==> config.mk <==
export PLATFORM = sky130hd
export DESIGN_NAME = cde_mul
export DESIGN_NICKNAME = d
export VERILOG_FILES = /design/src/rtl/cde_pkg.sv /design/src/rtl/cde_mul.sv
export SDC_FILE = /design/constraint.sdc
export NUM_CORES = 1
export LEC_CHECK = 0
export BUFFER_PORTS_ARGS = -buffer_cell sky130_fd_sc_hd__buf_2
export CORE_ASPECT_RATIO = 1.4
export CORE_MARGIN = 1
export CORE_UTILIZATION = 40
export CTS_BUF_LIST = sky130_fd_sc_hd__clkbuf_8
export CTS_CLUSTER_SIZE = 40
export DETAILED_ROUTE_END_ITERATION = 7
export SLEW_MARGIN = 0
export SYNTH_ARGS = -nofsm -noshare
export SYNTH_HDL_FRONTEND = slang
export SYNTH_SLANG_ARGS = --single-unit
==> constraint.sdc <==
create_clock -name i_clk -period 21.3 [get_ports i_clk]
set_input_delay 2.13 -clock i_clk [delete_from_list [all_inputs] [get_ports i_clk]]
set_output_delay 2.13 -clock i_clk [all_outputs]
set_load 0.01 [all_outputs]
==> src/rtl/cde_pkg.sv <==
package cde_pkg;

    // Width of the shared multiply and divide datapath (signed, two's complement).
    localparam int AW = 130;
    // Width of the serial multiplier's multiplier operand.
    localparam int BW = 64;
    localparam int MUL_CNT_W = 7;
    localparam int DIV_CNT_W = 6;
    localparam int QW = 64;

    localparam int DEPTH_DEFAULT = 64;
    localparam int MIN_FIT_PAIRS = 4;
    localparam int TOL_W = 17;

    localparam logic [63:0] PPM_ONE = 64'd1000000;
    localparam int PPM_BITS = 20;
    localparam logic [33:0] Q32_ONE = 34'h1_0000_0000;
    localparam logic signed [31:0] DELTA_LIMIT = 32'sh7FFF_FFFF;

    localparam int SLOPE_BITS = 34;
    localparam int OFFSET_QBITS = 48;

    localparam logic [TOL_W-1:0] JUMP_TOL_RESET = 17'd1000;
    localparam logic [TOL_W-1:0] SLOPE_TOL_RESET = 17'd10000;

    // Register indexes on the configuration port.
    localparam logic REG_JUMP_TOL = 1'b0;
    localparam logic REG_SLOPE_TOL = 1'b1;

    typedef enum logic [4:0] {
        ST_IDLE,
        ST_DEC,
        ST_JUMP_L,
        ST_JUMP_R,
        ST_STORE,
        ST_ACC_RD,
        ST_ACC_CL,
        ST_ACC_XX,
        ST_ACC_XY,
        ST_ACC_END,
        ST_CXX_N,
        ST_CXX_S,
        ST_CXY_N,
        ST_CXY_S,
        ST_CHECK,
        ST_LHS,
        ST_LO,
        ST_HI,
        ST_DIV_S,
        ST_MUL_W,
        ST_MUL_SX,
        ST_DIV_O,
        ST_FINISH
    } t_state;

    typedef struct packed {
        logic clr;
        logic load;
        logic mul_xx;
        logic mul_xy;
        logic acc_xy;
    } t_mac_ctl;

endpackage

==> src/rtl/cde_mul.sv <==
module cde_mul import cde_pkg::*; (
    input  logic                    i_clk,
    input  logic                    i_rst_n,
    input  logic                    i_start,
    input  logic signed [AW-1:0]    i_a,
    input  logic [BW-1:0]           i_b,
    input  logic [MUL_CNT_W-1:0]    i_nbits,
    output logic                    o_done,
    output logic signed [AW-1:0]    o_prod
);

    logic                   r_busy;
    logic                   r_done;
    logic [MUL_CNT_W-1:0]   r_cnt;
    logic signed [AW-1:0]   r_a;
    logic [BW-1:0]          r_b;
    logic signed [AW-1:0]   r_acc;

    // Shift-add: one multiplier bit per cycle, least significant first.
    always_ff @(posedge i_clk) begin
        if (!i_rst_n) begin
            r_busy <= 1'b0;
            r_done <= 1'b0;
        end else begin
            r_done <= 1'b0;
            if (i_start && !r_busy) begin
                r_busy <= 1'b1;
                r_cnt  <= i_nbits;
                r_a    <= i_a;
                r_b    <= i_b;
                r_acc  <= '0;
            end else if (r_busy) begin
                if (r_cnt == '0) begin
                    r_busy <= 1'b0;
                    r_done <= 1'b1;
                end else begin
                    if (r_b[0]) begin
                        r_acc <= r_acc + r_a;
                    end
                    r_a   <= r_a <<< 1;
                    r_b   <= r_b >> 1;
                    r_cnt <= r_cnt - MUL_CNT_W'(1);
                end
            end
        end
    end

    assign o_done = r_done;
    assign o_prod = r_acc;

endmodule

# ---- Yosys cells after proc, flatten, opt, wreduce, memory -nomap -nowiden
# Cells that the tools add are included.
dict set report op_classes {
  add_sub_neg 2
  eq_ne 1
  bitwise 2
  reduce_logical 8
  n_mux 16
}
# op count
set op_table {}
lappend op_table {{$mux W130} 6}
lappend op_table {{$mux W64} 3}
lappend op_table {{$add A130 B130 Y130} 1}
lappend op_table {{$mux W7} 3}
lappend op_table {{$logic_not A7 Y1} 1}
lappend op_table {{$sub A7 B1 Y7 const B} 1}
lappend op_table {{$mux W1} 4}
lappend op_table {{$reduce_and A4 Y1} 1}
lappend op_table {{$reduce_bool A2 Y1} 2}
lappend op_table {{$reduce_and A3 Y1} 1}
lappend op_table {{$reduce_or A3 Y1} 1}
lappend op_table {{$ne A2 B2 Y1 const B} 1}
lappend op_table {{$not A1 Y1} 2}
lappend op_table {{$logic_and A1 B1 Y1} 1}
lappend op_table {{$logic_not A1 Y1} 1}
dict set report word_totals {
  input_bits 204
  wordCells 35
  out_inout_bits 131
  register_bits 333
}

# ---- Longest topological paths before layout
# Gate-level depths: netlist (run 1).
dict set report depth {
  word_depth 4
  mapped_depth 15
  ltp_nobuf 15
}

# ---- Worst setup path before layout (run 1)
# OpenSTA, ideal clock, no wires.
dict set report synth_timing {
  path_kind {input port to flip-flop}
  start {input port i_start}
  end {register r_acc[0], in the netlist o_prod[0] (enable)}
  t_required_ns 20.481
  arrival_ns 11.882
  slack_ns 8.599
  cell_stages 4
  path_buffers 2
  setup_ns 0.819
  path_cell_list {nand2b_1 > clkbuf_1 > clkbuf_1 > a21boi_0}
}
dict set report synth_between {
  elab_chain_cells 3
  elab_cells_between_ends 5
  classes_between {1 x eq/ne; 4 x reduce/logical}
}
# item line
set synth_rtl {}
lappend synth_rtl {{from (decl)} cde_mul.sv:4} ;# input logic i_start,
lappend synth_rtl {{$logic_and A1 B1 Y1 *} cde_mul.sv:26} ;# if (i_start && !r_busy) begin
lappend synth_rtl {{$ne A2 B2 Y1 (no source line) / $reduce_bool A2 Y1 (equally long branches)} --}
lappend synth_rtl {{$reduce_and A4 Y1 (no source line) *} --}
lappend synth_rtl {{to (signal assigned)} cde_mul.sv:38} ;# r_acc <= r_acc + r_a;
lappend synth_rtl {{to (decl)} cde_mul.sv:17} ;# logic signed [AW-1:0] r_acc;
# Every way passes the cells marked *; elsewhere a longest branch is shown, timed or not.
# A chain may end at the register's enable or synchronous reset.

# ---- Worst setup path in the final report (run 1)
dict set report layout_timing {
  start {register r_acc[0], in the netlist o_prod[0]}
  end {register r_acc[96], in the netlist o_prod[96], data pin}
}
dict set report layout_between {
  elab_chain_cells 4
}
# item line
set layout_rtl {}
lappend layout_rtl {{$add A130 B130 Y130} cde_mul.sv:38}
lappend layout_rtl {{$mux W130} cde_mul.sv:37} ;# if (r_b[0]) begin
lappend layout_rtl {{$mux W130} cde_mul.sv:33} ;# if (r_cnt == '0) begin
lappend layout_rtl {{$mux W130} cde_mul.sv:32} ;# end else if (r_busy) begin
# No other way between the ends. The select of a mux whose other input is x is not followed.

==> impl_metrics.yaml, run 1 <==
finish:
  fill_cells: 5476
  layout_commonest_cell: "nand2_1"
  layout_common_cells: "725 x nand2_1, 334 x buf_2, 331 x edfxtp_1"
  syn_to_final_growth_pct: 14.8
  nets: 3073
  drive_above_1_share_pct: 17.0
route:
  drtPass1Iterations: 6
  first_iter_violations: 1006
  wirelength_um: 64500
  via_per_inst: 5.32
  antenna_left: 0
  drc: 0
  wl_per_cell_um: 18.4
  vias: 18645
worst_setup_path:
  crit_path_end_kind: "register"
  required_ps: 21680
  crit_path_max_fanout: 4
  crit_type: "register to register"
  critical_path.startpoint_type: "register"
  worstPathArrival_ps: 4540
power:
  p_switching_mw: 0.737
  sw_frac_of_total_pct: 35.3
  clock_power_share_pct: 27.5
  cellPowerDensity_mw_per_mm2: 83.3
  seq_power_share_pct: 40.9
  power_frac_comb_pct: 31.6
  p_int_mw: 1.35
  leakage_nw: 10.9
  peakVddDrop_uv: 45.9
floorplanning:
  die_height_um: 279
  core_mm2: 0.0541
  die-area_mm2: 0.0556
  fp-row-count: 101
  die_w_um: 200
  io_pins: 335
  floorplan.initialDensity_pct: 40.4
sta:
  fin_setup_tns_ps: 0
  period_share_pct: 19.6
  hold-worst-slack_ps: 516
  setup_viol: 0
  final-max-slew-violation-count: 0
  tightest_slew_ps: 1090
  hold_viol: 0
  min_period_ps: 4170
  fin_skew_ps: 39.7
  rsz0062_at_grt: "no"
  relSlewSlack_pct: 27.3
  fmax_ghz: 0.240
cts:
  htreeDepth: 2
  cts_buffer_depth: 3
  post-cts-setup-buffers: 0
  clk-insertion-delay-late_ps: 680
  cts_sinks: 333
  numCtsBuffers: 56
  ctsHoldBuffers: 0
  clock-root-buffer: "clkbuf_8"
  clkTransAtPathRegs_ps: 60
  cts_resized: 0
  cts_tree: "done"
synth:
  synth_area_mm2: 0.0218
  syn-num-nets: 2796
  synth_top_family_by_area: "simple AND/OR/NAND/NOR gates"
  synth_fa_ha_area_share_pct: 7.59
  yosysUniqueCellTypes: 88
  synth_top_area_share_pct: 45.5
  yosysWarningCount: 0
  netlist_top_cells_area: "edfxtp_1 45%, nand2_1 12%, ha_1 7.5%"
  async_flop_share_pct: 0
  yosys.area.top_type: "edfxtp_1"
  synth_mux_area_share_pct: 0.189
  synth-edff-count: 331
  synth_compound_area_share_pct: 16.4
  avgSynthCellArea_um2: 8.88
  synth_xor_area_share_pct: 5.01
  yosysSeqAreaShare_pct: 45.7
  netlist_instances: 2460
  ys_seq_elements: 333
  synthSimpleGateAreaFrac_pct: 22.0
  synth-main-ff-cell: "edfxtp_1"
run_status:
  outcome: "complete, no violations"
placed_design:
  hpwl_um: 48000
  port_buffers: 334
  place.gp.congestion: 0.934
hold_path:
  hold_class: "register to register"
grt:
  antenna_found_initial: 9
  grt_pass1_wl_um: 101000
  grt_max_degree: 190
  gr-total-overflow: 0
  grt_pass1_vias: 18747
  grtUsageTotal_pct: 23.1
run:
  maxCapViolCount: 0
[cell families (layout without fill, tap and decap cells)]
| family | after synthesis | in the layout |
|---|---|---|
| buffers and inverters | 165 | 485 |
| and+or+nand+nor | 1153 | 1153 |
| xor gates and xnor gates | 125 | 125 |
| muxes | 4 | 4 |
| DFF | 333 | 333 |
| adders and majority gates | 132 | 132 |
| AOI/OAI and AO/OA | 548 | 548 |
| other | 0 | 1 |
[synthesized netlist by cell type, drive strengths merged, types with 4 or more instances]
| cell | n |
|---|---|
| xnor2 | 75 |
| inv | 40 |
| nand2 | 727 |
| a211oi | 12 |
| nand3b | 5 |
| a31oi | 18 |
| nand4 | 55 |
| o21a | 10 |
| o21bai | 41 |
| nor3 | 32 |
| nor4 | 12 |
| a41oi | 6 |
| a21o | 81 |
| and3 | 4 |
| clkbuf | 95 |
| a31o | 5 |
| nand2b | 17 |
| a211o | 4 |
| edfxtp | 331 |
| a21boi | 9 |
| o31ai | 12 |
| buf | 30 |
| a21oi | 206 |
| o21ai | 100 |
| and2 | 13 |
| o211ai | 10 |
| nor2b | 13 |
| xor2 | 50 |
| nand3 | 24 |
| nor2 | 232 |
| or3 | 6 |
| ha | 131 |
[flip-flops by register name (all words and copies together), names as in the netlist]
register and flops:
o_done 1, r_b 64, r_cnt 7, r_a 130, o_prod 130, r_busy 1
[routing by layer]
layer / vias to the layer above / track usage (%) / wire length, um
met5: - / 0 / 89
met4: 16 / 7.63 / 1970
met3: 125 / 4.70 / 3980
met2: 468 / 39.7 / 31500
met1: 8784 / 28.4 / 27000
li1: 9252 / - / -
[per-stage QoR]
step                      setup WS [ps]  std cells  power [mW]  cell area, um^2  utilization (%)
after floorplan                    8600       2460        1.35            21800                -
final                             17130       3502        2.09            25100             46.4
after global routing              16910       3502        2.21            25100             46.4
after CTS                         17140       3501        2.11            25100             46.4
after global placement            16820       3400        1.52            24000             44.4
after detailed placement          16710       3400        1.52            24000             44.4
[power by group through the flow]
| stage | Clock, mW | Combinational [mW] | Sequential [mW] |
|---|---|---|---|
| detailed placement | 0 | 0.656 | 0.868 |
| global placement | 0 | 0.649 | 0.867 |
| floorplan | 0 | 0.467 | 0.880 |
| global route | 0.614 | 0.738 | 0.860 |
| CTS | 0.594 | 0.660 | 0.855 |
| finish | 0.575 | 0.660 | 0.854 |
[path summary, 6_finish.rpt]
kind | from | to | slack, ps | cells after the start
max | o_prod[0] | o_prod[96] | 17130 | 15
min | r_b[12] | r_b[11] | 520 | 2
max reg2reg | o_prod[0] | o_prod[96] | 17130 | 15
min reg2reg | r_b[12] | r_b[11] | 520 | 2
[area by class of cell]
class	count	area, um^2	share of cell area, %
clock buffers	61	840	3.35
repair buffers	344	1760	7.01
clock inverters	40	230	0.918
inverters	40	150	0.599
well taps	721	902	3.60
flip-flops and latches	333	9980	39.8
multi-input cells	1962	11200	44.7
diodes	1	2.50	0.00998
[critical path, stage by stage (launching register included)]
cell      delay [ps]
edfxtp_1         400
ha_1             230
inv_1             70
fa_1             170
and2b_1          200
o31a_1           300
o21bai_1         170
o211ai_2         150
a31oi_2          340
o22ai_1          190
a311oi_2         440
o21ai_1          340
a41oi_2          470
o21ai_1          170
xnor2_1          160
nor2_1            50
(Power assumes the default switching activity.)
==> run 2, diff against run 1 <==
--- a/config.mk
+++ b/config.mk
@@ -5,6 +5,7 @@
 export SDC_FILE = /design/constraint.sdc
 export NUM_CORES = 1
 export LEC_CHECK = 0
+export ABC_AREA = 1
 export BUFFER_PORTS_ARGS = -buffer_cell sky130_fd_sc_hd__buf_2
 export CORE_ASPECT_RATIO = 1.4
 export CORE_MARGIN = 1
==> constraint.sdc (replaced) <==
create_clock -name i_clk -period 3.6 [get_ports i_clk]
set_input_delay 0.36 -clock i_clk [delete_from_list [all_inputs] [get_ports i_clk]]
set_output_delay 0.36 -clock i_clk [all_outputs]
set_load 0.01 [all_outputs]
==> run 2 against run 1 <==
Compared with the run above:
- combinational power grew to 9.6 times the previous value
- sequential power grew to 6.2 times the previous value
- non-clock buffer count is 211 higher
- critical path depth is 3 lower
- critical endpoint is now o_prod[113]
- global-route usage is 9.2 points higher
- largest power group is now combinational logic
==> impl_metrics.yaml, run 2 <==
route:
  wirelength_um: 107000
  wl_per_cell_um: 20.2
  antenna_left: 0
  drtPass1Iterations: 6
  via_per_inst: 5.00
  drc: 0
  vias: 26449
  first_iter_violations: 2092
sta:
  hold_viol: 0
  period_share_pct: 91.2
  rsz0062_at_grt: "no"
  setup_viol: 0
  final-max-slew-violation-count: 0
  min_period_ps: 3280
  relSlewSlack_pct: 28.0
  tightest_slew_ps: 1080
  fmax_ghz: 0.305
  fin_skew_ps: 40.9
power:
  cellPowerDensity_mw_per_mm2: 474
  power_frac_comb_pct: 41.9
  peakVddDrop_uv: 327
  seq_power_share_pct: 35.2
  p_int_mw: 8.55
  clock_power_share_pct: 23.0
  p_switching_mw: 6.51
  sw_frac_of_total_pct: 43.2
  leakage_nw: 15.9
finish:
  syn_to_final_growth_pct: 22.8
  layout_commonest_cell: "nand2_1"
  design_area_mm2: 0.0318
  fill_cells: 6602
  final_core_utilization_pct: 50.0
  drive_above_1_share_pct: 14.8
  nets: 4744
  layout_common_cells: "1588 x nand2_1, 593 x inv_1, 339 x nor2_1"
synth:
  yosysWarningCount: 0
  syn-num-nets: 4186
  synth.most_common_cell: "nand2_1"
  async_flop_share_pct: 0
  netlist_top_cells_count: "1589 x nand2_1, 574 x inv_1, 339 x nor2_1"
  netlist_top_cells_area: "edfxtp_1 38%, nand2_1 23%, inv_1 8.3%"
  netlist_instances: 3850
  yosysUniqueCellTypes: 45
  yosys.area.top_type: "edfxtp_1"
  ys_seq_elements: 333
  synth-main-ff-cell: "edfxtp_1"
  avgSynthCellArea_um2: 6.72
  synth_area_mm2: 0.0259
  synth-edff-count: 331
  yosysSeqAreaShare_pct: 38.6
  synth_top_area_share_pct: 38.4
cts:
  clkTransAtPathRegs_ps: 70
  clock-root-buffer: "clkbuf_8"
  clk-insertion-delay-late_ps: 700
  cts_tree: "done"
  cts_buffer_depth: 3
  cts_sinks: 333
  htreeDepth: 2
  numCtsBuffers: 59
grt:
  grt_max_degree: 124
  grtUsageTotal_pct: 32.3
  grt_pass1_vias: 26742
  antenna_found_initial: 2
  grt_pass1_wl_um: 158000
  gr-total-overflow: 0
run:
  maxCapViolCount: 0
worst_setup_path:
  worstPathArrival_ps: 3730
  crit_type: "register to register"
  crit_path_end_kind: "register"
  crit_path_max_fanout: 4
  critical_path.startpoint_type: "register"
  required_ps: 4050
floorplanning:
  die-area_mm2: 0.0657
  die_w_um: 217
  io_pins: 335
  fp-row-count: 109
  floorplan.initialDensity_pct: 40.7
  die_height_um: 303
  core_mm2: 0.0636
placed_design:
  dpl_cell_area_mm2: 0.0287
  hpwl_um: 84800
  place.gp.congestion: 1.07
  port_buffers: 334
hold_path:
  hold_class: "input pin to register"
run_status:
  outcome: "complete, no violations"
==> run 2: cell types whose count changed after synthesis, sizes merged, moves of 19 or more <==
cell | previous run | this run
o21ai | 100 | 167
nand2 | 727 | 1642
nor2 | 232 | 415
xor2 | 50 | 2
xnor2 | 75 | 2
buf | 30 | 11
nand3 | 24 | 98
o21bai | 41 | 9
a21oi | 206 | 284
nand4 | 55 | 4
clkbuf | 95 | 47
a21o | 81 | 5
inv | 40 | 632
==> run 2: cells by family after synthesis <==
kind of cell / share of synthesized area [%]
AND/OR/NAND/NOR: 35.0
buffers and inverters: 10.1
AO/OA/AOI/OAI: 9.74
flip-flops: 38.6
adder cells (fa/ha/maj): 6.42
XOR/XNOR: 0.135
==> run 2: critical path, cell delays in order (launching register included) <==
cell      delay (ps)
edfxtp_1         500
ha_1             400
nand2_1          110
nor2_1           210
inv_2             80
nor2_2           120
inv_1            180
nor2_1           590
nand2_1          310
nand2_1          220
a21oi_1          100
a21oi_1          140
nor2_1            70
==> run 2: path summary, 6_finish.rpt <==
| path | start | to | slack, ps | depth (start not counted) |
|---|---|---|---|---|
| setup / recovery | o_prod[78] | o_prod[113] | 320 | 12 |
| hold reg to reg | r_b[4] | r_b[3] | 510 | 2 |
| hold / removal | i_nbits[3] | r_cnt[3] | 50 | 3 |
| setup reg to reg | o_prod[78] | o_prod[113] | 320 | 12 |
==> run 2: final cells by class <==
| class | instances | area, um^2 | share of cell area [%] |
|---|---|---|---|
| Clock inverter | 45 | 195 | 0.615 |
| Multi-Input combinational cell | 2823 | 13300 | 41.9 |
| Timing Repair Buffer | 555 | 3940 | 12.4 |
| Tap cell | 832 | 1040 | 3.28 |
| Inverter | 636 | 2390 | 7.53 |
| Clock buffer | 65 | 895 | 2.82 |
| Sequential cell | 333 | 9980 | 31.4 |
| Antenna cell | 1 | 2.50 | 0.00788 |
==> run 2: layer usage <==
layer,vias to the layer above,track usage (%),share of wire (%)
met4,0,18.2,6.1
met2,948,57.2,49
li1,13201,-,-
met1,12054,36.8,39
met3,246,5.18,6.1
met5,-,0,0
==> run 2: what timing repair did <==
item | in CTS | in global routing
gates resized for setup | 0 | 0
endpoints found under the hold margin | 199 | 0
buffers inserted | 0 | 0
endpoints found under the setup margin | 0 | 0
hold buffers | 199 | 0
==> run 2: per-stage QoR <==
stage / setup WS (ps) / TNS, ps / instances / power [mW] / hold WS [ps]
2_1_floorplan: -823 / -165420 / 3850 / 9.09 / 462
3_3_place_gp: 435 / 0 / 4980 / 11.4 / 499
3_5_place_dp: 424 / 0 / 4980 / 11.4 / 505
4_1_cts: 404 / 0 / 5289 / 15.1 / 3.27
5_1_grt: 262 / 0 / 5290 / 15.9 / 32.5
6_report: 316 / 0 / 5290 / 15.1 / 49.8
==> run 2: power by group through the flow <==
stage	sequential (mW)	combinational, mW	clock [mW]
finish	5.29	6.31	3.46
global route	5.33	6.91	3.68
CTS	5.29	6.21	3.55
detailed placement	5.37	6.01	0
global placement	5.36	6.01	0
floorplan	5.36	3.73	0
