===== config.mk =====
export PLATFORM = sky130hd
export DESIGN_NAME = cde_div
export DESIGN_NICKNAME = d
export VERILOG_FILES = /design/src/rtl/cde_pkg.sv /design/src/rtl/cde_div.sv
export SDC_FILE = /design/constraint.sdc
export NUM_CORES = 1
export LEC_CHECK = 0
export BUFFER_PORTS_ARGS = -buffer_cell sky130_fd_sc_hd__buf_2
export CORE_ASPECT_RATIO = 0.75
export CORE_MARGIN = 2
export CORE_UTILIZATION = 40
export DETAILED_ROUTE_END_ITERATION = 16
export HOLD_SLACK_MARGIN = 0.12
export MAX_ROUTING_LAYER = met4
export PLACE_DENSITY_LB_ADDON = 0.3
export SETUP_SLACK_MARGIN = 0.4
export SYNTH_ARGS = -nofsm -noshare
export SYNTH_HDL_FRONTEND = slang
export SYNTH_SLANG_ARGS = --single-unit

===== constraint.sdc =====
create_clock -name i_clk -period 20.4 [get_ports i_clk]
set_input_delay 1.02 -clock i_clk [delete_from_list [all_inputs] [get_ports i_clk]]
set_output_delay 1.02 -clock i_clk [all_outputs]
set_load 0.005 [all_outputs]

===== src/rtl/cde_pkg.sv =====
package cde_pkg;

    // Width of the shared multiply and divide datapath (signed, two's complement).
    localparam int AW = 130;
    // Width of the serial multiplier's multiplier operand.
    localparam int BW = 64;
    localparam int MUL_CNT_W = 7;
    localparam int DIV_CNT_W = 6;
    localparam int QW = 64;

    localparam int DEPTH_DEFAULT = 64;
    localparam int MIN_FIT_PAIRS = 4;
    localparam int TOL_W = 17;

    localparam logic [63:0] PPM_ONE = 64'd1000000;
    localparam int PPM_BITS = 20;
    localparam logic [33:0] Q32_ONE = 34'h1_0000_0000;
    localparam logic signed [31:0] DELTA_LIMIT = 32'sh7FFF_FFFF;

    localparam int SLOPE_BITS = 34;
    localparam int OFFSET_QBITS = 48;

    localparam logic [TOL_W-1:0] JUMP_TOL_RESET = 17'd1000;
    localparam logic [TOL_W-1:0] SLOPE_TOL_RESET = 17'd10000;

    // Register indexes on the configuration port.
    localparam logic REG_JUMP_TOL = 1'b0;
    localparam logic REG_SLOPE_TOL = 1'b1;

    typedef enum logic [4:0] {
        ST_IDLE,
        ST_DEC,
        ST_JUMP_L,
        ST_JUMP_R,
        ST_STORE,
        ST_ACC_RD,
        ST_ACC_CL,
        ST_ACC_XX,
        ST_ACC_XY,
        ST_ACC_END,
        ST_CXX_N,
        ST_CXX_S,
        ST_CXY_N,
        ST_CXY_S,
        ST_CHECK,
        ST_LHS,
        ST_LO,
        ST_HI,
        ST_DIV_S,
        ST_MUL_W,
        ST_MUL_SX,
        ST_DIV_O,
        ST_FINISH
    } t_state;

    typedef struct packed {
        logic clr;
        logic load;
        logic mul_xx;
        logic mul_xy;
        logic acc_xy;
    } t_mac_ctl;

endpackage


===== src/rtl/cde_div.sv =====
module cde_div import cde_pkg::*; (
    input  logic                    i_clk,
    input  logic                    i_rst_n,
    input  logic                    i_start,
    input  logic [AW-1:0]           i_num,
    input  logic [AW-1:0]           i_den_sh,
    input  logic [DIV_CNT_W-1:0]    i_nq,
    output logic                    o_done,
    output logic [QW-1:0]           o_quot,
    output logic                    o_rem_nz
);

    logic                   r_busy;
    logic                   r_done;
    logic [DIV_CNT_W-1:0]   r_cnt;
    logic [AW-1:0]          r_rem;
    logic [AW-1:0]          r_d;
    logic [QW-1:0]          r_q;

    // Restoring division. The divisor arrives pre-shifted to the top quotient
    // bit and moves one place right per cycle.
    always_ff @(posedge i_clk) begin
        if (!i_rst_n) begin
            r_busy <= 1'b0;
            r_done <= 1'b0;
        end else begin
            r_done <= 1'b0;
            if (i_start && !r_busy) begin
                r_busy <= 1'b1;
                r_cnt  <= i_nq;
                r_rem  <= i_num;
                r_d    <= i_den_sh;
                r_q    <= '0;
            end else if (r_busy) begin
                if (r_cnt == '0) begin
                    r_busy <= 1'b0;
                    r_done <= 1'b1;
                end else begin
                    if (r_rem >= r_d) begin
                        r_rem <= r_rem - r_d;
                        r_q   <= {r_q[QW-2:0], 1'b1};
                    end else begin
                        r_q   <= {r_q[QW-2:0], 1'b0};
                    end
                    r_d   <= r_d >> 1;
                    r_cnt <= r_cnt - DIV_CNT_W'(1);
                end
            end
        end
    end

    assign o_done   = r_done;
    assign o_quot   = r_q;
    assign o_rem_nz = (r_rem != '0);

endmodule


# Word level (Yosys, flattened, before mapping)
# Cells that the tools add are included.
[word_totals]
ff_bits = 332
latch_bits = 0
ramBits = 0
rom_bits = 0
in_bits = 269
out_inout_bits = 66
wordCells = 38
memories = 0
[op_classes]
add_sub_neg = 2
n_mul = 0
n_div = 0
order_cmp = 1
n_eq_ne = 1
shifts = 0
mux = 17
bitwise_logic = 2
reduce_logical = 9
[ops]
columns = ["op", "n"]
rows = [
  ["130-bit two-way mux", 7],
  ["130-bit greater-or-equal comparator", 1],
  ["130-bit nonzero test", 1],
  ["130-bit subtractor", 1],
  ["64-bit two-way mux", 2],
  ["6-bit two-way mux", 3],
  ["6-bit logical NOT", 1],
  ["6-bit by 1-bit subtractor with 6-bit output, second input constant", 1],
  ["1-bit two-way mux", 5],
  ["4-bit AND reduction", 1],
  ["2-bit nonzero test", 2],
  ["3-bit AND reduction", 1],
  ["3-bit OR reduction", 1],
  ["2-bit != test, second input constant", 1],
  ["1-bit NOT", 2],
  ["1-bit logical AND", 1],
  ["1-bit logical NOT", 1],
]

# Logic depth before layout (Yosys ltp)
# Gate-level depths: netlist (run 1).
[logic_depth]
word_depth = 5
depth_mapped = 15
mapped_depth_nobuf = 15

# Worst setup path after synthesis (run 1)
# No wires, ideal clock.
[synth_timing]
path_kind = "input port to flip-flop"
startpoint = "in i_start"
endpoint = "reg r_rem[0], enable pin"
setup_time_ns = 0.654
arrival_ns = 15.985
t_required_ns = 19.746
path_slack_ns = 3.761
stages = 3
path_buffers = 0
path_cell_list = "o21ai_0 -> nor2_1 -> a21boi_1"
[synth_between]
elab_chain_cells = 3
elab_cells_between_ends = 5
cone_classes = "eq/ne: 1; reduce/logical: 4"
[synth_lines]
columns = ["item", "line", "source"]
rows = [
  ["start, declared", "cde_div.sv:4", "input logic i_start,"],
  ["1-bit logical AND *", "cde_div.sv:28", "if (i_start && !r_busy) begin"],
  ["2-bit != test (no line) / 2-bit nonzero test (equally long branches)", "-", ""],
  ["4-bit AND reduction (no line) *", "-", ""],
  ["end signal, assigned", "cde_div.sv:31", "r_rem <= i_num;"],
  ["end signal, assigned", "cde_div.sv:40", "r_rem <= r_rem - r_d;"],
  ["end, declared", "cde_div.sv:16", "logic [AW-1:0] r_rem;"],
]
# Every way passes the cells marked *; elsewhere a longest branch is shown, timed or not.
# A chain may end at the register's enable or synchronous reset.

# Final worst setup path (run 1)
[layout_timing]
startpoint = "reg r_rem[34]"
endpoint = "reg r_rem[48], enable pin"
[layout_between]
elab_chain_cells = 3
[layout_lines]
columns = ["item", "line", "source"]
rows = [
  ["130-bit greater-or-equal comparator", "cde_div.sv:39", "if (r_rem >= r_d) begin"],
  ["2-bit nonzero test (no line)", "-", ""],
  ["4-bit AND reduction (no line)", "-", ""],
]
# No other way between the ends.

==> results_dict.tcl, run 1 <==
set metrics [dict create \
    worstSetupPathType "reg -> reg" \
    final_nets 3194 \
    power_leakage_nw 10.6 \
    postSynthCellCount 2540 \
    drv_slew 0 \
    viasPerCell 5.71 \
    gp_congestion 0.992 \
    synth_area_leaders "edfxtp_1 44%, ha_1 7.3%, a21oi_1 6.7%, o21ai_0 5.3%, nand2_1 5.0%" \
    hold_violations 0 \
    clock_latency_ps 570 \
    ys_warn_count 0 \
    finalCritPeriodShare 0.289 \
    fin_area_um2 26000 \
    grt_usage 0.264 \
    cp_max_fo 79 \
    dieWidth_um 279 \
    min_path_type "reg -> reg" \
    syn2layout_area_growth_pct 14.8 \
    cts-root-buf "clkbuf_16" \
    initial_core_util 0.404 \
    synth.top_cell.area_share 0.438 \
    fin_worst_skew_ps 15.2 \
    postCtsHoldBufs 0 \
    cts_tree "done" \
    grt_max_degree 152 \
    synthArstFlopShare 0 \
    drt_first_pass_iters 6 \
    synth_edf_count 330 \
    drive_gt1_frac 0.156 \
    htreeDepth 2 \
    cts_setup_buffers 0 \
    crit_arrival_ps 6070 \
    worstMarginPinSlew_ps 1160 \
    grt_pass1_wl_mm 116 \
    total_power_w 0.00235 \
    die_h_um 210 \
    pin_count 335 \
    drt_wl_total_mm 77.0 \
    fmax_mhz 170 \
    synth_cell_type_count 81 \
    setup_viol 0 \
    synth_fp_nets 2942 \
    yosys-top-cells-count "330 x edfxtp_1, 304 x a21oi_1, 299 x nand2_1" \
    antenna_found_initial 6 \
    synth_top_cell_by_area "edfxtp_1" \
    cap_violations 0 \
    vias 20335 \
    core_um2 55900 \
    endpoint_kind "flip-flop" \
    slew-limit-headroom 0.228 \
    clkTransAtPathRegs_ps 60 \
    synthFlopType "edfxtp_1" \
    vdd_drop_max_v 0.0000661 \
    cts_sinks 332 \
    final.setup.tns_ps 0 \
    fill_cells 5513 \
    die-area_um2 58500 \
    start_kind "flip-flop" \
    ys_seq_elements 332 \
    grt_setup_unrepaired "no" \
    dp_hpwl_mm 60.3 \
    synth.most_common_cell "edfxtp_1" \
    seq_area_frac_synth 0.440 \
    holdPathStages 1 \
    synth_area_um2 22600 \
    rows 75 \
    cts_buffers 38 \
    startpoint "r_rem[34]" \
    post-route-util 0.464 \
    critPathRequiredTime_ps 20580 \
    postCtsResizedCells 0 \
    overflow 0 \
    reg2reg_depth 14 \
    drtIter0Drc 1984 \
    r2r_start "r_rem[34]" \
    drcViolationCount 0 \
    cts_buffer_depth 3 \
    status "finished clean" \
    grt_pass1_vias 19419 \
    synth_area_per_cell_um2 8.91 \
    port_buffers 334 \
    post_drt_wl_per_cell_um 21.6 \
    hp-start "o_quot[34]" \
    ant_nets 0 \
    period_needed_ps 5890 \
    dpl-instance-area_um2 24800 \
    power_density_nw_per_um2 90.6 \
]
==> routing by layer <==
| metal | up-vias | part of all wire | track usage |
|---|---|---|---|
| met5 | - | 0 | - |
| met4 | 0 | 0.018 | 0.0564 |
| met2 | 796 | 0.40 | 0.361 |
| met3 | 84 | 0.080 | 0.0403 |
| li1 | 9642 | - | - |
| met1 | 9813 | 0.50 | 0.408 |
==> state kept, by name (all words and copies together) (netlist names) <==
name    count
o_done      1
o_quot     64
r_busy      1
r_cnt       6
r_d       130
r_rem     130
==> where the power goes <==
part / internal (W) / switching [W] / leakage [nW]
Clock: 0.000358 / 0.000303 / 0.556
Combinational: 0.000293 / 0.000508 / 6.84
Sequential: 0.000854 / 0.0000388 / 3.16
==> critical path, stage by stage (launching register included) <==
cell	delay (ps)
edfxtp_1	490
ha_1	470
nand2_1	160
nor4_2	480
inv_1	110
nor4_1	450
and4_1	360
o211ai_1	130
nand2_2	170
a41oi_2	240
o31ai_4	370
a21oi_1	200
a21boi_4	170
buf_4	620
buf_4	970
==> through the flow <==
step,hold slack [ps],cells,worst slack [ps]
floorplan,544,2540,3760
global placement,524,3483,14750
detailed placement,531,3483,14530
CTS,548,3553,14500
global route,563,3559,14160
finish,549,3559,14510
==> placed cells by master, fill, tap and decap left out, drive strengths merged, types with 11 or more instances in the layout <==
| master | n |
|---|---|
| xnor2 | 76 |
| and3 | 11 |
| and2 | 72 |
| edfxtp | 330 |
| nand2 | 302 |
| o21a | 17 |
| xor2 | 52 |
| o21bai | 43 |
| a21oi | 306 |
| nor2b | 12 |
| o21ai | 263 |
| a21boi | 13 |
| a21o | 78 |
| nor2 | 226 |
| buf | 345 |
| a31oi | 15 |
| ha | 132 |
| nor3 | 25 |
| nand4 | 71 |
| nor4 | 42 |
| inv | 178 |
| nand2b | 14 |
| clkinv | 19 |
| clkbuf | 45 |
| nand3 | 29 |
==> layout make-up <==
cell class                 instances  area, µm²  area share
clock buffer                      45        977      0.0376
sequential                       332       9950       0.383
clock inverter                    25        168     0.00645
multi-input combinational       1900      11500       0.444
antenna                            6       15.0    0.000578
inverter                         175        657      0.0253
tap                              731        915      0.0352
timing repair buffer             345       1770      0.0680
==> final timing paths <==
kind	endpoint	slack (ps)
max	r_rem[48]	14510
min	o_quot[35]	550
max reg2reg	r_rem[48]	14510
min reg2reg	o_quot[35]	550
==> logic make-up after synthesis <==
group	share of synthesized area
AOI/OAI and AO/OA	0.212
xor gates and xnor gates	0.0496
adders and majority gates	0.0739
and+or+nand+nor	0.171
buffers and inverters	0.0519
DFF	0.440
muxes	0.00188
Note: power is estimated with default switching activity, not from simulation.
==> run 2, diff against run 1 <==
Clock period 20.4 ns to 5.05 ns, I/O delays scaled along.
==> run 2 against run 1 <==
Against the previous run:
- sequential power grew to 4.0 times the previous value
- clock power grew to 4.3 times the previous value
- via count grew 5.5%
- die area stayed put
- hold slack worse by 350 ps
- critical endpoint is now r_rem[31]
- largest cell class unchanged
==> results_dict.tcl, run 2 (same netlist as run 1, synthesis figures left out) <==
set metrics [dict create \
    status "finished clean" \
    die_h_um 210 \
    reg2reg_slack_ps 640 \
    grt_pass1_vias 20800 \
    initial_core_util 0.404 \
    port_buffers 334 \
    die-area_um2 58500 \
    drt_first_pass_iters 6 \
    pin_count 335 \
    vdd_drop_max_v 0.000214 \
    power_density_nw_per_um2 341 \
    core_um2 55900 \
    ant_nets 0 \
    drtIter0Drc 2254 \
    clock_latency_ps 580 \
    met1_usage 0.405 \
    seqCellArea_um2 9950 \
    final_common_cell "buf_2" \
    overflow 0 \
    final.setup.tns_ps 0 \
    fin_area_um2 28900 \
    viasPerCell 5.60 \
    cts_tree "done" \
    finalCritPeriodShare 0.874 \
    gp_congestion 0.983 \
    drive_gt1_frac 0.146 \
    drt_wl_total_mm 80.8 \
    worstSetupPathType "reg -> reg" \
    total_power_w 0.00986 \
    layout_common_cells "334 x buf_2, 330 x edfxtp_1, 304 x a21oi_1" \
    min_path_type "in -> reg" \
    hold_violations 0 \
    met2_usage 0.388 \
    critPathRequiredTime_ps 5310 \
    cts_sinks 332 \
    cts-root-buf "clkbuf_16" \
    syn2layout_area_growth_pct 27.8 \
    grt_setup_unrepaired "no" \
    endpoint_kind "flip-flop" \
    start_kind "flip-flop" \
    grt_usage 0.275 \
    period_needed_ps 4410 \
    worstMarginPinSlew_ps 1080 \
    vias 21458 \
    post-route-util 0.517 \
    cts_buffers 38 \
    final_nets 3470 \
    gr-usage-met3 0.0449 \
    antenna_found_initial 4 \
    grt_pass1_wl_mm 121 \
    dp_hpwl_mm 60.0 \
    crit_arrival_ps 4670 \
    busiest_layer "met1" \
    cp_max_fo 35 \
    slew-limit-headroom 0.274 \
    dieWidth_um 279 \
    cts_buffer_depth 3 \
    post_drt_wl_per_cell_um 21.1 \
    htreeDepth 2 \
    cap_violations 0 \
    rows 75 \
    fmax_mhz 227 \
    clkTransAtPathRegs_ps 60 \
    fill_cells 5143 \
    multiInputGateArea_um2 11500 \
    power_leakage_nw 11.8 \
    grt_max_degree 109 \
    drcViolationCount 0 \
    fin_worst_skew_ps 23.0 \
    setup_viol 0 \
    drv_slew 0 \
    dpl-instance-area_um2 24900 \
]
## run 2: area by class of cell
class,instances,share of cell area
sequential,332,0.344
timing repair buffer,621,0.160
clock buffer,53,0.0348
antenna,4,0.000346
multi-input combinational,1900,0.400
inverter,175,0.0227
tap,731,0.0316
clock inverter,15,0.00671
## run 2: worst paths after layout
kind | start | end | cells past startpoint
min | i_den_sh[1] | r_d[1] | 3
max reg2reg | r_rem[0] | r_rem[31] | 17
max | r_rem[0] | r_rem[31] | 17
min reg2reg | o_quot[62] | o_quot[63] | 1
## run 2: through the flow
step           instances  setup WS (ps)  hold WS (ps)
3_5_place_dp        3488            461           476
3_3_place_gp        3488            626           472
4_1_cts             3822            437           165
5_1_grt             3831            411           215
6_report            3831            637           196
2_1_floorplan       2540          -2950           374
## run 2: routing by layer
metal / routed length, µm / part of all wire
met2: 33400 / 0.41
met4: 2300 / 0.028
met5: 0 / 0
met3: 6410 / 0.079
met1: 38700 / 0.48
## run 2: power by group
part | total (W) | internal (W) | switching (W)
logic | 0.00344 | 0.00134 | 0.00210
clock network | 0.00281 | 0.00157 | 0.00124
registers | 0.00361 | 0.00345 | 0.000163
## run 2: what timing repair did
item / 4_1_cts / 5_1_grt
resized for setup: 0 / 10
setup buffers: 0 / 3
hold buffers: 266 / 0
endpoints found under the hold margin: 266 / 0
setup endpoints to repair: 0 / 130
## run 2: worst max-delay path, cell delays in order, from the launching register on
cell and delay, ps:
edfxtp_1 350, inv_1 50, ha_1 220, fa_1 430
nor2b_1 180, nor3_1 80, o21ai_2 220, a21oi_1 160
o311ai_4 390, and4_1 330, o211ai_1 120, nand2_2 170
a41oi_2 240, o31ai_4 360, a21oi_1 190, a21boi_4 180
buf_4 150, clkbuf_16 230
==> run 3, diff against run 2 <==
Settings changed: CORE_UTILIZATION 40 to 45.
==> run 3 against run 2 <==
Against the previous run:
- setup slack better by 9.7 ps
- utilization up 6.1 points
- final cell count down 2.2%
- routed wire length up 0.68%
- cell area down 0.14%
- die area down 11%
- register-to-register slack about the same
- largest power group unchanged
==> results_dict.tcl, run 3 (same netlist as run 1, synthesis figures left out) <==
set metrics [dict create \
    status "finished clean" \
    p_switching_w 0.00351 \
    drcViolationCount 0 \
    power_leakage_nw 11.8 \
    cp_max_fo 33 \
    worstSetupPathType "reg -> reg" \
    cts_buffers 37 \
    fin_worst_skew_ps 31.3 \
    finalCritPeriodShare 0.872 \
    critPathRequiredTime_ps 5300 \
    syn2layout_area_growth_pct 27.6 \
    cp_common_cell "a21oi_1" \
    dpl-instance-area_um2 24800 \
    slowest_stage "fa_1" \
    endpoint_kind "flip-flop" \
    slew-limit-headroom 0.306 \
    drt_first_pass_iters 6 \
    max_stage_delay_ps 410 \
    viasPerCell 5.78 \
    grt_setup_unrepaired "no" \
    final_common_cell "buf_2" \
    total_power_w 0.00998 \
    power_density_nw_per_um2 346 \
    period_needed_ps 4400 \
    fmax_mhz 227 \
    startpoint "r_rem[0]" \
    dieWidth_um 263 \
    critPathCapture "r_rem[42]" \
    crit_arrival_ps 4660 \
    min_path_type "in -> reg" \
    dp_hpwl_mm 59.0 \
    vdd_drop_max_v 0.000273 \
    diodes 0 \
    reg2reg_slack_ps 650 \
    core_um2 49900 \
    initial_core_util 0.453 \
    vias 21657 \
    r2r_start "r_rem[0]" \
    switching_share 0.352 \
    cts_buffer_depth 3 \
    cts_sinks 332 \
    die_h_um 198 \
    fin_area_um2 28900 \
    grt_usage 0.310 \
    cts-root-buf "clkbuf_16" \
    seq_power_share 0.362 \
    gp_congestion 0.974 \
    final_nets 3467 \
    r2r_end "r_rem[42]" \
    post_drt_wl_per_cell_um 21.7 \
    cts_tree "done" \
    port_buffers 334 \
    start_kind "flip-flop" \
    grt_pass1_vias 20708 \
    grt_pass1_wl_mm 121 \
    ant_nets 0 \
    htreeDepth 2 \
    clkTransAtPathRegs_ps 60 \
    cp_top_family "compound AO/OA/AOI/OAI gates" \
    crit_cells 17 \
    setup_viol 0 \
    drv_slew 0 \
    antenna_found_initial 0 \
    final.setup.tns_ps 0 \
    path_buf_inv 3 \
    clock_latency_ps 580 \
    die-area_um2 52100 \
    pin_count 335 \
    drive_gt1_frac 0.149 \
    p_comb_frac 0.345 \
    rows 71 \
    p_int_w 0.00647 \
    drt_wl_total_mm 81.3 \
    clockPowerShare 0.293 \
    cap_violations 0 \
    hold_violations 0 \
    reg2reg_depth 17 \
    drtIter0Drc 2530 \
    grt_max_degree 134 \
    layout_common_cells "334 x buf_2, 330 x edfxtp_1, 304 x a21oi_1" \
    overflow 0 \
    worstMarginPinSlew_ps 1030 \
    cp_cell_sequence "inv_1 -> ha_1 -> fa_1 -> nor2b_1 -> nor3_1 -> o21ai_2 -> a21oi_1 -> o311ai_4 -> and4_1 -> o211ai_1 -> nand2_2 -> a41oi_2 -> o31ai_4 -> a21oi_1 -> a21boi_4 -> buf_12 -> clkbuf_16" \
]
==> run 3: cell types whose count changed in the layout (fill, tap and decap cells not counted), sizes merged <==
cell      previous run  this run
clkinvlp             2         3
clkinv               8        10
bufinv               3         5
buf                353       351
diode                4         0
clkbuf              55        46
==> run 3: layout make-up <==
cell class,instances,area (µm²)
fill,4355,21100
multi-input combinational,1900,11600
sequential,332,9950
timing repair buffer,619,4610
clock buffer,44,992
tap,657,822
inverter,175,657
clock inverter,20,278
==> run 3: worst min-delay path by stage <==
stage                start      to  slack, ps  cells past startpoint
3_3_place_gp       i_rst_n  o_done        470                      2
2_1_floorplan      i_rst_n  o_done        370                      1
3_5_place_dp       i_rst_n  o_done        480                      2
6_report       i_den_sh[6]  r_d[6]        180                      3
4_1_cts        i_den_sh[6]  r_d[6]        140                      3
5_1_grt        i_den_sh[6]  r_d[6]        180                      3
==> run 3: stage by stage <==
step	hold WS, ps	util	instances	worst slack [ps]
3_5_place_dp	484	0.498	3414	508
5_1_grt	179	0.578	3747	419
6_report	183	0.578	3747	647
4_1_cts	137	0.576	3744	475
3_3_place_gp	474	0.498	3414	696
2_1_floorplan	374	-	2540	-2950
==> run 3: worst register-to-register path, delay by kind of cell (launching register included) <==
kind	cells	cell delay, ps
flip-flops	1	350
buffers and inverters	3	460
adder cells (fa/ha/maj)	2	630
AND/OR/NAND/NOR	4	760
AO/OA/AOI/OAI	8	1830
==> run 3: metal layers <==
metal	share of wire	track usage	vias up
li1	-	-	10180
met2	0.42	0.442	971
met3	0.084	0.0449	101
met4	0.022	0.0747	0
met5	0	-	-
met1	0.47	0.461	10405
==> run 3: power by group through the flow <==
stage / clock network (W) / registers (W) / logic (W)
after CTS: 0.00297 / 0.00360 / 0.00334
final: 0.00292 / 0.00361 / 0.00344
after detailed placement: 0 / 0.00366 / 0.00315
after global routing: 0.00305 / 0.00363 / 0.00375
after floorplan: 0 / 0.00361 / 0.00223
after global placement: 0 / 0.00365 / 0.00313
==> run 3: timing repair <==
item / in CTS / in global routing
setup endpoints to repair: 0 / 130
endpoints found under the hold margin: 266 / 0
hold buffers: 266 / 0
setup buffers: 0 / 1
resized for setup: 0 / 11
